[src/design/pidr_pkg.sv]
package pidr_pkg;

   // Field widths
   localparam int ValW     = 16;
   localparam int ErrW     = 17;
   localparam int DeW      = 18;
   localparam int SumW     = 19;
   localparam int AccSumW  = 20;
   localparam int GainW    = 24;
   localparam int LimW     = 18;
   localparam int BandW    = 15;
   localparam int PProdW   = GainW + 1 + ErrW;
   localparam int IProdW   = GainW + 1 + SumW;
   localparam int DProdW   = GainW + 1 + DeW;
   localparam int AccW     = 46;
   localparam int FracW    = 16;
   localparam int CsrIdxW  = 3;
   localparam int CsrDataW = 24;

   // Register indexes
   localparam logic [CsrIdxW-1:0] REG_PROP_GAIN      = 3'd0;
   localparam logic [CsrIdxW-1:0] REG_INTEGRAL_GAIN  = 3'd1;
   localparam logic [CsrIdxW-1:0] REG_DERIV_GAIN     = 3'd2;
   localparam logic [CsrIdxW-1:0] REG_MAX_OUTPUT     = 3'd3;
   localparam logic [CsrIdxW-1:0] REG_MIN_OUTPUT     = 3'd4;
   localparam logic [CsrIdxW-1:0] REG_INTEGRAL_LIMIT = 3'd5;
   localparam logic [CsrIdxW-1:0] REG_ERROR_BAND     = 3'd6;
   localparam logic [CsrIdxW-1:0] REG_OUTPUT_BAND    = 3'd7;

   // Register reset values
   localparam logic [GainW-1:0]        RST_PROP_GAIN      = 24'd655360;
   localparam logic [GainW-1:0]        RST_INTEGRAL_GAIN  = 24'd2621;
   localparam logic [GainW-1:0]        RST_DERIV_GAIN     = 24'd3276800;
   localparam logic signed [ValW-1:0]  RST_MAX_OUTPUT     = 16'sd512;
   localparam logic signed [ValW-1:0]  RST_MIN_OUTPUT     = 16'sd0;
   localparam logic [LimW-1:0]         RST_INTEGRAL_LIMIT = 18'd7680;
   localparam logic [BandW-1:0]        RST_ERROR_BAND     = 15'd26;
   localparam logic [BandW-1:0]        RST_OUTPUT_BAND    = 15'd0;

   typedef struct packed {
      logic [GainW-1:0]        prop_gain;
      logic [GainW-1:0]        integral_gain;
      logic [GainW-1:0]        deriv_gain;
      logic signed [ValW-1:0]  max_output;
      logic signed [ValW-1:0]  min_output;
      logic [LimW-1:0]         integral_limit;
      logic [BandW-1:0]        error_band;
      logic [BandW-1:0]        output_band;
   } cfg_type;

   // Error stage payload
   typedef struct packed {
      logic signed [ErrW-1:0] err;
      logic signed [DeW-1:0]  de;
      logic signed [SumW-1:0] sum;
      logic                   enable;
   } integ_stage_type;

   // Product stage payload
   typedef struct packed {
      logic signed [PProdW-1:0] p_term;
      logic signed [IProdW-1:0] i_term;
      logic signed [DProdW-1:0] d_term;
      logic signed [ErrW-1:0]   err;
      logic                     enable;
   } prod_stage_type;

   // Pipeline advance controls from the top level
   typedef struct packed {
      logic load_a;
      logic load_b;
      logic load_out;
   } pipe_ctrl_type;

endpackage

[src/design/pidr_integ.sv]
module pidr_integ (
   input  logic                                 clock,
   input  logic                                 reset,
   input  logic                                 in_valid,
   input  logic                                 load,
   input  logic signed [pidr_pkg::ValW-1:0]     setpoint,
   input  logic signed [pidr_pkg::ValW-1:0]     measured,
   input  logic                                 enable,
   input  logic [pidr_pkg::LimW-1:0]            integral_limit,
   output logic                                 out_valid,
   output pidr_pkg::integ_stage_type            stage
);

   logic                                  valid_ff;
   logic signed [pidr_pkg::ErrW-1:0]      last_error_ff;
   logic signed [pidr_pkg::ErrW-1:0]      last_error_in;
   logic signed [pidr_pkg::AccSumW-1:0]   error_sum_ff;
   logic signed [pidr_pkg::AccSumW-1:0]   error_sum_in;
   pidr_pkg::integ_stage_type             stage_ff;
   pidr_pkg::integ_stage_type             stage_in;
   logic signed [pidr_pkg::ErrW-1:0]      err;
   logic signed [pidr_pkg::DeW-1:0]       de;
   logic signed [pidr_pkg::AccSumW-1:0]   raw_sum;
   logic signed [pidr_pkg::AccSumW-1:0]   lim;
   logic signed [pidr_pkg::AccSumW-1:0]   hi_sum;
   logic                                  update;

   // Error and its difference from the previous error
   assign err = $signed({setpoint[pidr_pkg::ValW-1], setpoint})
              - $signed({measured[pidr_pkg::ValW-1], measured});
   assign de  = $signed({err[pidr_pkg::ErrW-1], err})
              - $signed({last_error_ff[pidr_pkg::ErrW-1], last_error_ff});

   // Accumulate and clamp, upper bound first
   assign raw_sum = error_sum_ff + pidr_pkg::AccSumW'(err);
   assign lim     = $signed({2'b00, integral_limit});
   assign hi_sum  = (raw_sum > lim) ? lim : raw_sum;
   assign error_sum_in  = (hi_sum < -lim) ? -lim : hi_sum;
   assign last_error_in = err;

   assign update = load && in_valid;

   always_comb begin
      stage_in        = stage_ff;
      stage_in.err    = err;
      stage_in.de     = de;
      stage_in.sum    = error_sum_in[pidr_pkg::SumW-1:0];
      stage_in.enable = enable;
   end

   // Advance control and regulator state
   always_ff @(posedge clock) begin
      if (reset) begin
         valid_ff      <= 1'b0;
         last_error_ff <= '0;
         error_sum_ff  <= '0;
      end else begin
         if (load) begin
            valid_ff <= in_valid;
         end
         if (update) begin
            last_error_ff <= last_error_in;
            error_sum_ff  <= error_sum_in;
         end
      end
   end

   // Hold payload
   always_ff @(posedge clock) begin
      if (update) begin
         stage_ff <= stage_in;
      end
   end

   assign out_valid = valid_ff;
   assign stage     = stage_ff;

   a_sum_in_limit: assert property (@(posedge clock) disable iff (reset)
      update |=> (error_sum_ff <= $signed({2'b00, $past(integral_limit)}) &&
                  error_sum_ff >= -$signed({2'b00, $past(integral_limit)})))
      else $error("integral left its clamp range");

   a_last_error_tracks: assert property (@(posedge clock) disable iff (reset)
      update |=> (last_error_ff == stage_ff.err &&
                  error_sum_ff[pidr_pkg::SumW-1:0] == stage_ff.sum))
      else $error("state and staged error disagree");

endmodule

[src/design/pidr_mult.sv]
module pidr_mult (
   input  logic                        clock,
   input  logic                        reset,
   input  logic                        in_valid,
   input  logic                        load,
   input  pidr_pkg::integ_stage_type   in_stage,
   input  pidr_pkg::cfg_type           cfg,
   output logic                        out_valid,
   output pidr_pkg::prod_stage_type    stage
);

   logic                                 valid_ff;
   pidr_pkg::prod_stage_type             stage_ff;
   pidr_pkg::prod_stage_type             stage_in;
   logic signed [pidr_pkg::ErrW-1:0]     err;
   logic signed [pidr_pkg::DeW-1:0]      de;
   logic signed [pidr_pkg::SumW-1:0]     sum;
   logic signed [pidr_pkg::PProdW-1:0]   p_term;
   logic signed [pidr_pkg::IProdW-1:0]   i_term;
   logic signed [pidr_pkg::DProdW-1:0]   d_term;

   assign err = in_stage.err;
   assign de  = in_stage.de;
   assign sum = in_stage.sum;

   // Three independent gain products, gains zero-extended to signed
   assign p_term = $signed({1'b0, cfg.prop_gain}) * err;
   assign i_term = $signed({1'b0, cfg.integral_gain}) * sum;
   assign d_term = $signed({1'b0, cfg.deriv_gain}) * de;

   always_comb begin
      stage_in        = stage_ff;
      stage_in.p_term = p_term;
      stage_in.i_term = i_term;
      stage_in.d_term = d_term;
      stage_in.err    = err;
      stage_in.enable = in_stage.enable;
   end

   always_ff @(posedge clock) begin
      if (reset) begin
         valid_ff <= 1'b0;
      end else if (load) begin
         valid_ff <= in_valid;
      end
   end

   // Hold payload
   always_ff @(posedge clock) begin
      if (load && in_valid) begin
         stage_ff <= stage_in;
      end
   end

   assign out_valid = valid_ff;
   assign stage     = stage_ff;

endmodule

[src/design/pidr_out.sv]
module pidr_out (
   input  logic                              clock,
   input  logic                              reset,
   input  logic                              in_valid,
   input  logic                              load,
   input  pidr_pkg::prod_stage_type          in_stage,
   input  pidr_pkg::cfg_type                 cfg,
   output logic                              out_valid,
   output logic signed [pidr_pkg::ValW-1:0]  drive,
   output logic                              settled
);

   localparam int ShW = pidr_pkg::AccW - pidr_pkg::FracW;

   logic                                  valid_ff;
   logic signed [pidr_pkg::ValW-1:0]      drive_ff;
   logic signed [pidr_pkg::ValW-1:0]      drive_in;
   logic                                  settled_ff;
   logic                                  settled_in;
   logic signed [pidr_pkg::PProdW-1:0]    p_term;
   logic signed [pidr_pkg::IProdW-1:0]    i_term;
   logic signed [pidr_pkg::DProdW-1:0]    d_term;
   logic signed [pidr_pkg::ErrW-1:0]      err;
   logic signed [pidr_pkg::AccW-1:0]      acc;
   logic signed [ShW-1:0]                 shifted;
   logic signed [ShW-1:0]                 hi_lim;
   logic signed [ShW-1:0]                 lo_lim;
   logic signed [ShW-1:0]                 hi_sat;
   logic signed [ShW-1:0]                 sat;
   logic signed [pidr_pkg::ValW:0]        drive_x;
   logic signed [pidr_pkg::ValW:0]        out_band;
   logic signed [pidr_pkg::ErrW:0]        err_x;
   logic signed [pidr_pkg::ErrW:0]        err_band;
   logic                                  in_band;

   assign p_term = in_stage.p_term;
   assign i_term = in_stage.i_term;
   assign d_term = in_stage.d_term;
   assign err    = in_stage.err;

   // Exact sum, then floor shift by the gain fraction
   assign acc = pidr_pkg::AccW'(p_term) + pidr_pkg::AccW'(i_term) + pidr_pkg::AccW'(d_term);
   assign shifted = acc[pidr_pkg::AccW-1:pidr_pkg::FracW];

   // Saturate: upper bound first, lower bound wins when limits cross
   assign hi_lim = ShW'(cfg.max_output);
   assign lo_lim = ShW'(cfg.min_output);
   assign hi_sat = (shifted > hi_lim) ? hi_lim : shifted;
   assign sat    = (hi_sat < lo_lim) ? lo_lim : hi_sat;

   // Tolerance bands on output and error; the saturated value fits the drive width
   assign drive_x  = $signed(sat[pidr_pkg::ValW:0]);
   assign out_band = $signed({2'b00, cfg.output_band});
   assign err_x    = (pidr_pkg::ErrW+1)'(err);
   assign err_band = $signed({3'b000, cfg.error_band});
   assign in_band  = (drive_x <= out_band) && (drive_x >= -out_band) &&
                     (err_x <= err_band) && (err_x >= -err_band);

   // Force zero while disabled
   assign drive_in   = in_stage.enable ? sat[pidr_pkg::ValW-1:0] : '0;
   assign settled_in = in_stage.enable && in_band;

   always_ff @(posedge clock) begin
      if (reset) begin
         valid_ff <= 1'b0;
      end else if (load) begin
         valid_ff <= in_valid;
      end
   end

   // Hold result
   always_ff @(posedge clock) begin
      if (load && in_valid) begin
         drive_ff   <= drive_in;
         settled_ff <= settled_in;
      end
   end

   assign out_valid = valid_ff;
   assign drive     = drive_ff;
   assign settled   = settled_ff;

   a_disabled_zero: assert property (@(posedge clock) disable iff (reset)
      (load && in_valid && !in_stage.enable) |=> (drive_ff == '0 && !settled_ff))
      else $error("disabled item gave nonzero result");

   a_drive_in_limits: assert property (@(posedge clock) disable iff (reset)
      (load && in_valid && in_stage.enable && cfg.min_output <= cfg.max_output)
      |=> (drive_ff <= $past(cfg.max_output) && drive_ff >= $past(cfg.min_output)))
      else $error("drive outside output limits");

endmodule

[src/design/pid_regulator_step_unit.sv]
// PID regulator step: one result item for each request item.
// Stages: input register, error/integral stage, product stage, result register;
// each holds its item while the next is stalled. Throughput: one item per cycle
// while rsp_ready allows; the error and integral state close in one stage.
// Reset: synchronous, clears pipeline valids, last error and integral, and loads
// the register defaults.
module pid_regulator_step_unit (
   input  logic                                  clock,
   input  logic                                  reset,
   input  logic                                  req_valid,
   output logic                                  req_ready,
   input  logic signed [pidr_pkg::ValW-1:0]      req_setpoint,
   input  logic signed [pidr_pkg::ValW-1:0]      req_measured,
   input  logic                                  req_enable,
   output logic                                  rsp_valid,
   input  logic                                  rsp_ready,
   output logic signed [pidr_pkg::ValW-1:0]      rsp_drive,
   output logic                                  rsp_settled,
   input  logic                                  csr_wen,
   input  logic [pidr_pkg::CsrIdxW-1:0]          csr_index,
   input  logic [pidr_pkg::CsrDataW-1:0]         csr_wdata
);

   pidr_pkg::cfg_type                   cfg_ff;
   pidr_pkg::cfg_type                   cfg_in;
   logic                                in_valid_ff;
   logic signed [pidr_pkg::ValW-1:0]    setpoint_ff;
   logic signed [pidr_pkg::ValW-1:0]    measured_ff;
   logic                                enable_ff;
   pidr_pkg::pipe_ctrl_type             ctrl;
   logic                                a_valid;
   logic                                b_valid;
   pidr_pkg::integ_stage_type           a_stage;
   pidr_pkg::prod_stage_type            b_stage;

   // Register write decode
   always_comb begin
      cfg_in = cfg_ff;
      if (csr_wen) begin
         unique case (csr_index)
            pidr_pkg::REG_PROP_GAIN:      cfg_in.prop_gain      = csr_wdata;
            pidr_pkg::REG_INTEGRAL_GAIN:  cfg_in.integral_gain  = csr_wdata;
            pidr_pkg::REG_DERIV_GAIN:     cfg_in.deriv_gain     = csr_wdata;
            pidr_pkg::REG_MAX_OUTPUT:     cfg_in.max_output     = csr_wdata[pidr_pkg::ValW-1:0];
            pidr_pkg::REG_MIN_OUTPUT:     cfg_in.min_output     = csr_wdata[pidr_pkg::ValW-1:0];
            pidr_pkg::REG_INTEGRAL_LIMIT: cfg_in.integral_limit = csr_wdata[pidr_pkg::LimW-1:0];
            pidr_pkg::REG_ERROR_BAND:     cfg_in.error_band     = csr_wdata[pidr_pkg::BandW-1:0];
            pidr_pkg::REG_OUTPUT_BAND:    cfg_in.output_band    = csr_wdata[pidr_pkg::BandW-1:0];
            default:                      cfg_in = cfg_ff;
         endcase
      end
   end

   always_ff @(posedge clock) begin
      if (reset) begin
         cfg_ff.prop_gain      <= pidr_pkg::RST_PROP_GAIN;
         cfg_ff.integral_gain  <= pidr_pkg::RST_INTEGRAL_GAIN;
         cfg_ff.deriv_gain     <= pidr_pkg::RST_DERIV_GAIN;
         cfg_ff.max_output     <= pidr_pkg::RST_MAX_OUTPUT;
         cfg_ff.min_output     <= pidr_pkg::RST_MIN_OUTPUT;
         cfg_ff.integral_limit <= pidr_pkg::RST_INTEGRAL_LIMIT;
         cfg_ff.error_band     <= pidr_pkg::RST_ERROR_BAND;
         cfg_ff.output_band    <= pidr_pkg::RST_OUTPUT_BAND;
      end else begin
         cfg_ff <= cfg_in;
      end
   end

   // Each stage loads when it is empty or its item moves on
   assign ctrl.load_out = !rsp_valid || rsp_ready;
   assign ctrl.load_b   = !b_valid || ctrl.load_out;
   assign ctrl.load_a   = !a_valid || ctrl.load_b;
   assign req_ready     = !in_valid_ff || ctrl.load_a;

   // Input register
   always_ff @(posedge clock) begin
      if (reset) begin
         in_valid_ff <= 1'b0;
      end else if (req_ready) begin
         in_valid_ff <= req_valid;
      end
   end

   always_ff @(posedge clock) begin
      if (req_valid && req_ready) begin
         setpoint_ff <= req_setpoint;
         measured_ff <= req_measured;
         enable_ff   <= req_enable;
      end
   end

   pidr_integ u_integ (
      .clock          (clock),
      .reset          (reset),
      .in_valid       (in_valid_ff),
      .load           (ctrl.load_a),
      .setpoint       (setpoint_ff),
      .measured       (measured_ff),
      .enable         (enable_ff),
      .integral_limit (cfg_ff.integral_limit),
      .out_valid      (a_valid),
      .stage          (a_stage)
   );

   pidr_mult u_mult (
      .clock     (clock),
      .reset     (reset),
      .in_valid  (a_valid),
      .load      (ctrl.load_b),
      .in_stage  (a_stage),
      .cfg       (cfg_ff),
      .out_valid (b_valid),
      .stage     (b_stage)
   );

   pidr_out u_out (
      .clock     (clock),
      .reset     (reset),
      .in_valid  (b_valid),
      .load      (ctrl.load_out),
      .in_stage  (b_stage),
      .cfg       (cfg_ff),
      .out_valid (rsp_valid),
      .drive     (rsp_drive),
      .settled   (rsp_settled)
   );

   a_stall_only_when_full: assert property (@(posedge clock) disable iff (reset)
      (in_valid_ff && !ctrl.load_a) |-> (a_valid && b_valid && rsp_valid && !rsp_ready))
      else $error("pipeline stalled with a free stage");

endmodule
[config.mk]
export PLATFORM = sky130hd
export DESIGN_NAME = pid_regulator_step_unit
export DESIGN_NICKNAME = d
export VERILOG_FILES = /design/src/design/pidr_pkg.sv /design/src/design/pidr_integ.sv /design/src/design/pidr_mult.sv /design/src/design/pidr_out.sv /design/src/design/pid_regulator_step_unit.sv
export SDC_FILE = /design/constraint.sdc
export NUM_CORES = 2
export LEC_CHECK = 0
export BUFFER_PORTS_ARGS = -buffer_cell sky130_fd_sc_hd__buf_2
export CAP_MARGIN = 10
export CORE_MARGIN = 3
export CORE_UTILIZATION = 40
export CTS_CLUSTER_SIZE = 25
export DETAILED_ROUTE_END_ITERATION = 16
export GPL_TIMING_DRIVEN = 1
export PLACE_DENSITY_LB_ADDON = 0.15
export SLEW_MARGIN = 10
export SYNTH_ARGS = -nofsm -noshare
export SYNTH_HDL_FRONTEND = slang
export SYNTH_SLANG_ARGS = --single-unit
[constraint.sdc]
create_clock -name clock -period 16.4 [get_ports clock]
set_clock_uncertainty 0.2 [all_clocks]
set_input_delay 1.64 -clock clock [delete_from_list [all_inputs] [get_ports clock]]
set_output_delay 1.64 -clock clock [all_outputs]
set_load 0.05 [all_outputs]
# ---- Word level (Yosys, flattened, before mapping)
# Index checks and enable logic that the tools add are counted.
dict set report op_classes {
  eq_ne 7
  multipliers 3
  n_reduce_logical 25
  order_cmp 8
  n_addsub 8
  muxes 4
}
# op n
set ops {}
lappend ops {{$add A45 B43 Y46} 1}
lappend ops {{$add A42 B44 Y45} 1}
lappend ops {{$mul A25 B19 Y44} 1}
lappend ops {{$mul A25 B18 Y43} 1}
lappend ops {{$mul A25 B17 Y42} 1}
lappend ops {{$mux W20} 2}
lappend ops {{$le A17 B16 Y1} 2}
lappend ops {{$gt A30 B16 Y1} 1}
lappend ops {{$lt A30 B16 Y1} 1}
lappend ops {{$mux W30} 1}
lappend ops {{$add A20 B17 Y20} 1}
lappend ops {{$gt A20 B19 Y1} 1}
lappend ops {{$lt A20 B20 Y1} 1}
lappend ops {{$neg A18 Y20} 1}
lappend ops {{$ge A17 B18 Y1} 1}
lappend ops {{$neg A15 Y18} 1}
lappend ops {{$sub A17 B17 Y18} 1}
lappend ops {{$ge A17 B17 Y1} 1}
lappend ops {{$mux W17} 1}
lappend ops {{$neg A15 Y17} 1}
lappend ops {{$sub A16 B16 Y17} 1}
lappend ops {{$reduce_and A2 Y1} 8}
lappend ops {{$eq A3 B3 Y1 const B} 4}
lappend ops {{$logic_and A1 B1 Y1} 8}
lappend ops {{other kinds (5)} 12}
dict set report word_totals {
  ff_bits 445
  input_bits 65
}

# ---- Longest topological paths before layout
dict set report depth {
  ltp_word 11
  mapped_depth 53
  mapped_depth_nobuf 50
}

# ---- Hierarchy
# Synthesis repeated with hierarchy kept, for this count alone.
dict set report unflattened {
  hier_cells 7409
  hier_area_um2 69016.2
}
# mod seq_area_each_um2 area_each_um2 instances cells_per_inst
set modules_own_cells {}
lappend modules_own_cells {pidr_mult 4434.3 47423.0 1 5128}
lappend modules_own_cells {pidr_out 530.5 7293.2 1 887}
lappend modules_own_cells {pidr_integ 2412.3 7189.4 1 798}
lappend modules_own_cells {pid_regulator_step_unit 4053.9 7110.6 1 596}

# ---- Least setup slack after synthesis
# OpenSTA, ideal clock, no wires.
dict set report synth_timing {
  path_type {in2reg}
  startpoint {in rsp_ready}
  endpoint {reg u_mult.stage_ff, in the netlist u_mult.stage[0], enable pin}
  slack_ps 2979
  arrival_time_ps 12342
  setup_time_ps 878
  stages 2
  t_required_ps 15322
  cell_sequence {nor2b_1 -> a21boi_0}
}
dict set report synth_between {
  elab_chain_cells 3
}
# item line_no
set synth_rtl {}
lappend synth_rtl {{from (decl)} pid_regulator_step_unit.sv:16} ;# input logic rsp_ready,
lappend synth_rtl {{$logic_or A1 B1 Y1} pid_regulator_step_unit.sv:70} ;# assign ctrl.load_out = !rsp_valid || rsp_ready;
lappend synth_rtl {{$logic_or A1 B1 Y1} pid_regulator_step_unit.sv:71} ;# assign ctrl.load_b = !b_valid || ctrl.load_out;
lappend synth_rtl {{$logic_and A1 B1 Y1} pidr_mult.sv:50} ;# if (load && in_valid) begin
lappend synth_rtl {{to (signal assigned)} pidr_mult.sv:51} ;# stage_ff <= stage_in;
lappend synth_rtl {{to (decl)} pidr_mult.sv:13} ;# pidr_pkg::prod_stage_type stage_ff;
# No other way between the ends.
# A chain may end at the register's enable or synchronous reset.

# ---- Worst setup path after layout
dict set report layout_timing {
  startpoint {reg u_mult.stage_ff, in the netlist u_mult.stage[21]}
  endpoint {reg u_out.settled_ff (netlist: u_out.settled), data pin}
}
dict set report layout_between {
  elab_chain_cells 10
}
# item line_no
set layout_rtl {}
lappend layout_rtl {{$add A45 B43 Y46 (*)} pidr_out.sv:42} ;# assign acc = pidr_pkg::AccW'(p_term) + pidr_pkg::AccW'(i_term) + pidr_pkg::AccW'(d_term);
lappend layout_rtl {{$gt A30 B16 Y1} pidr_out.sv:48} ;# assign hi_sat = (shifted > hi_lim) ? hi_lim : shifted;
lappend layout_rtl {{$mux W30 (*)} pidr_out.sv:48}
lappend layout_rtl {{$lt A30 B16 Y1} pidr_out.sv:49} ;# assign sat = (hi_sat < lo_lim) ? lo_lim : hi_sat;
lappend layout_rtl {{$mux W17 (*)} pidr_out.sv:49}
lappend layout_rtl {{via u_out.sat[13]} pidr_out.sv:29} ;# logic signed [ShW-1:0] sat;
lappend layout_rtl {{$le A17 B16 Y1 / $ge A17 B17 Y1 (equally long branches)} pidr_out.sv:56} ;# assign in_band = (drive_x <= out_band) && (drive_x >= -out_band) &&
lappend layout_rtl {{$logic_and A1 B1 Y1 (*) (2 in a row)} pidr_out.sv:56}
lappend layout_rtl {{$logic_and A1 B1 Y1 (*)} pidr_out.sv:57} ;# (err_x <= err_band) && (err_x >= -err_band);
lappend layout_rtl {{$logic_and A1 B1 Y1 (*)} pidr_out.sv:61} ;# assign settled_in = in_stage.enable && in_band;
lappend layout_rtl {{via u_out.settled_in} pidr_out.sv:19} ;# logic settled_in;
lappend layout_rtl {{to (signal assigned)} pidr_out.sv:75} ;# settled_ff <= settled_in;
lappend layout_rtl {{to (decl)} pidr_out.sv:18} ;# logic settled_ff;
# Mark *: on every way through the listed nets, which the timed path passes. The rest lies on a longest branch.

==> metrics.txt <==
outcome complete, no violations; Crit Path Class flip-flop to flip-flop; final setup TNS 0 ns; number of flops mapped to enable cells by yosys 252; largest net degree at the start of global routing between 100 and 150; relative slew slack 21.52%; worst-skew pair later-pin latency 0.62 ns; Worst setup SP type flip-flop; I/O pin count 84; number of synthesized register bits 445; Pre-antenna DRT Iters 7; Layout Nets 9093; Worst Tran Pin Value 1.170 ns; first-pass GRT wire length ~310 mm; Synth Flop Type edfxtp_1; Max-cap violations 0; CP required 16.54 ns; CTS sink cnt 445; grt total ovfl 0; max-slew violations 0; Detail Placement HPWL about 160 mm; Ys Warns 0; Cell Count Post-Placement 9348; Reg clk slew, reported paths 0.07 ns; FILL cells between 15000 and 20000; Initial Utilization 40.39%; DRC viols 0; HP Class flip-flop to flip-flop; P&R area growth vs syn 7.032%; wire length on met1 88.15 mm; register area share after synthesis 17.11%; GPL Wtd Cong 0.8948; die height 414.6 um; Worst path max stage delay 0.64 ns; DR WL/cell 20.69 um; crit path time final ~11 ns; final WL 195.5 mm; GRT Util Overall 23.11%; final worst path period share about 70%; post-route antenna net violation count 0; number of buffers added on ports 83; die area between 150000 and 200000 um^2; first-iteration detailed-routing DRC count 3063; vias in the first global route 52068; Net Count, Synth approximately 9200; cts repair resizes 0; Async SR Flop Fraction 0%; RSZ-0062 raised after global routing no; syn avg cell area roughly 9 um^2; Synth Instances 7273; core area 165400 um^2; CTS tree done; worst-path fanout max 32; final-report hold violation count 0; Slowest-stage cell, CP a21bo_2; Max clock buf depth 3; Final setup viols 0; post-synthesis cell area 66790 um^2; CTS HTree Levels 2; Max Used Layer met4; Chip Width 414.6 um; final non-filler cell total 9449; fin util a little over two fifths; initial antenna violation count 21; fraction of layout cells with a size suffix above 1 4.989%; root buf cell clkbuf_16; Critical Path End Type flip-flop; met3 routed WL 9.209 mm; Arr. time, crit path 11.45 ns; Post-CTS Setup Bufs 0; metal2 WL 94.20 mm; FMAX 88.43 MHz; clock buffer count from CTS 52; CTS Hold Bufs 0; vias per cell approximately 5.2; Core Rows 149; routed vias 49023; Distinct cells, synth 84
==> state kept, by name (all words and copies together), names as in the netlist, 16 cells and up <==
| name | flops |
|---|---|
| u_integ.last_error_ff | 17 |
| u_out.drive | 16 |
| cfg_ff | 152 |
| measured_ff | 16 |
| u_integ.stage | 55 |
| setpoint_ff | 16 |
| u_integ.error_sum_ff | 20 |
| u_mult.stage | 147 |
==> placed cells by master, fill, tap and decap left out, drive strengths merged, types with 130 or more instances in the layout <==
master / n
fa: 1100
nand2: 1248
a21oi: 355
xnor2: 160
nor2: 185
dfxtp: 193
inv: 1323
a21o: 130
ha: 715
and2: 456
edfxtp: 252
buf: 205
==> area by class of cell <==
cell class / instances / area, um^2 / area share, %
diodes: 4 / 10.01 / 0.01400
clock buffers: 78 / 1531 / 2.142
clock inverters: 19 / 250.2 / 0.3500
inverters: 1320 / 4955 / 6.931
multi-input cells: 5189 / 49220 / 68.85
flip-flops and latches: 445 / 11430 / 15.99
well taps: 2189 / 2739 / 3.831
repair buffers: 205 / 1350 / 1.889
==> worst paths after layout <==
path,startpoint,endpoint,slack [ns],cells after the start
min reg2reg,u_integ.stage[0]$_DFFE_PP_,u_mult.stage[0]$_DFFE_PP_,0.23,0
min,u_integ.stage[0]$_DFFE_PP_,u_mult.stage[0]$_DFFE_PP_,0.23,0
max,u_mult.stage[21]$_DFFE_PP_,u_out.settled$_DFFE_PP_,5.09,44
max reg2reg,u_mult.stage[21]$_DFFE_PP_,u_out.settled$_DFFE_PP_,5.09,44
==> worst max-delay path, delay by kind of cell, from the launching register on <==
kind                       cells  cell delay [ns]
DFF                            1             0.32
AOI/OAI and AO/OA             22             4.96
muxes                          2             0.87
and+or+nand+nor               13             2.86
buffers and inverters          2             0.09
adders and majority gates      5             1.73
==> metrics by stage <==
stage                     setup slack, ns  hold slack [ns]  area [um^2]
after floorplan                     2.979           0.2003        66790
after global placement              5.209           0.2139        69700
after detailed placement            5.167           0.2226        69700
after CTS                           5.124           0.2344        71480
after global routing                4.187           0.2564        71480
final                               5.091           0.2308        71490
==> cells by family after synthesis <==
family	share of synthesized area [%]
adder cells (fa/ha/maj)	46.36
flip-flops	17.11
AO/OA/AOI/OAI	7.733
buffers and inverters	9.245
AND/OR/NAND/NOR	16.14
multiplexers	0.6575
XOR/XNOR	2.741
==> metal layers <==
metal  global-route usage [%]  vias up
met3                    2.206      205
li1                         -    22627
met4                    4.711        0
met1                    31.93    25092
met5                        0        -
met2                    39.58     1099
==> cells in the mapped netlist, types with 15 or more instances <==
cell / n / area share (%)
edfxtp_1: 252 / 11
a21o_1: 130 / 1.5
dfxtp_1: 193 / 5.8
o21bai_1: 22 / 0.25
clkbuf_2: 15 / 0.11
nand2_1: 1247 / 7.0
fa_1: 1100 / 33
nand2b_1: 96 / 0.90
o211ai_1: 21 / 0.24
and2_1: 456 / 4.3
ha_1: 715 / 13
a31oi_1: 15 / 0.14
clkbuf_1: 298 / 1.7
o21a_1: 33 / 0.37
a211oi_1: 30 / 0.34
o21ai_0: 103 / 0.77
nor2_1: 185 / 1.0
and3_1: 15 / 0.14
nand3_1: 66 / 0.49
inv_1: 1320 / 7.4
nand3b_1: 17 / 0.19
xor2_1: 49 / 0.64
a21oi_1: 352 / 2.6
nor3_1: 51 / 0.38
nor2b_1: 50 / 0.47
nand4_1: 47 / 0.44
xnor2_1: 160 / 2.1
mux2_2: 35 / 0.59
nor4_1: 16 / 0.15
a32oi_1: 15 / 0.20
Power is left out: the tool's default activity adds up to more than one toggle a clock period on the data nets, which glitch-free logic cannot reach.
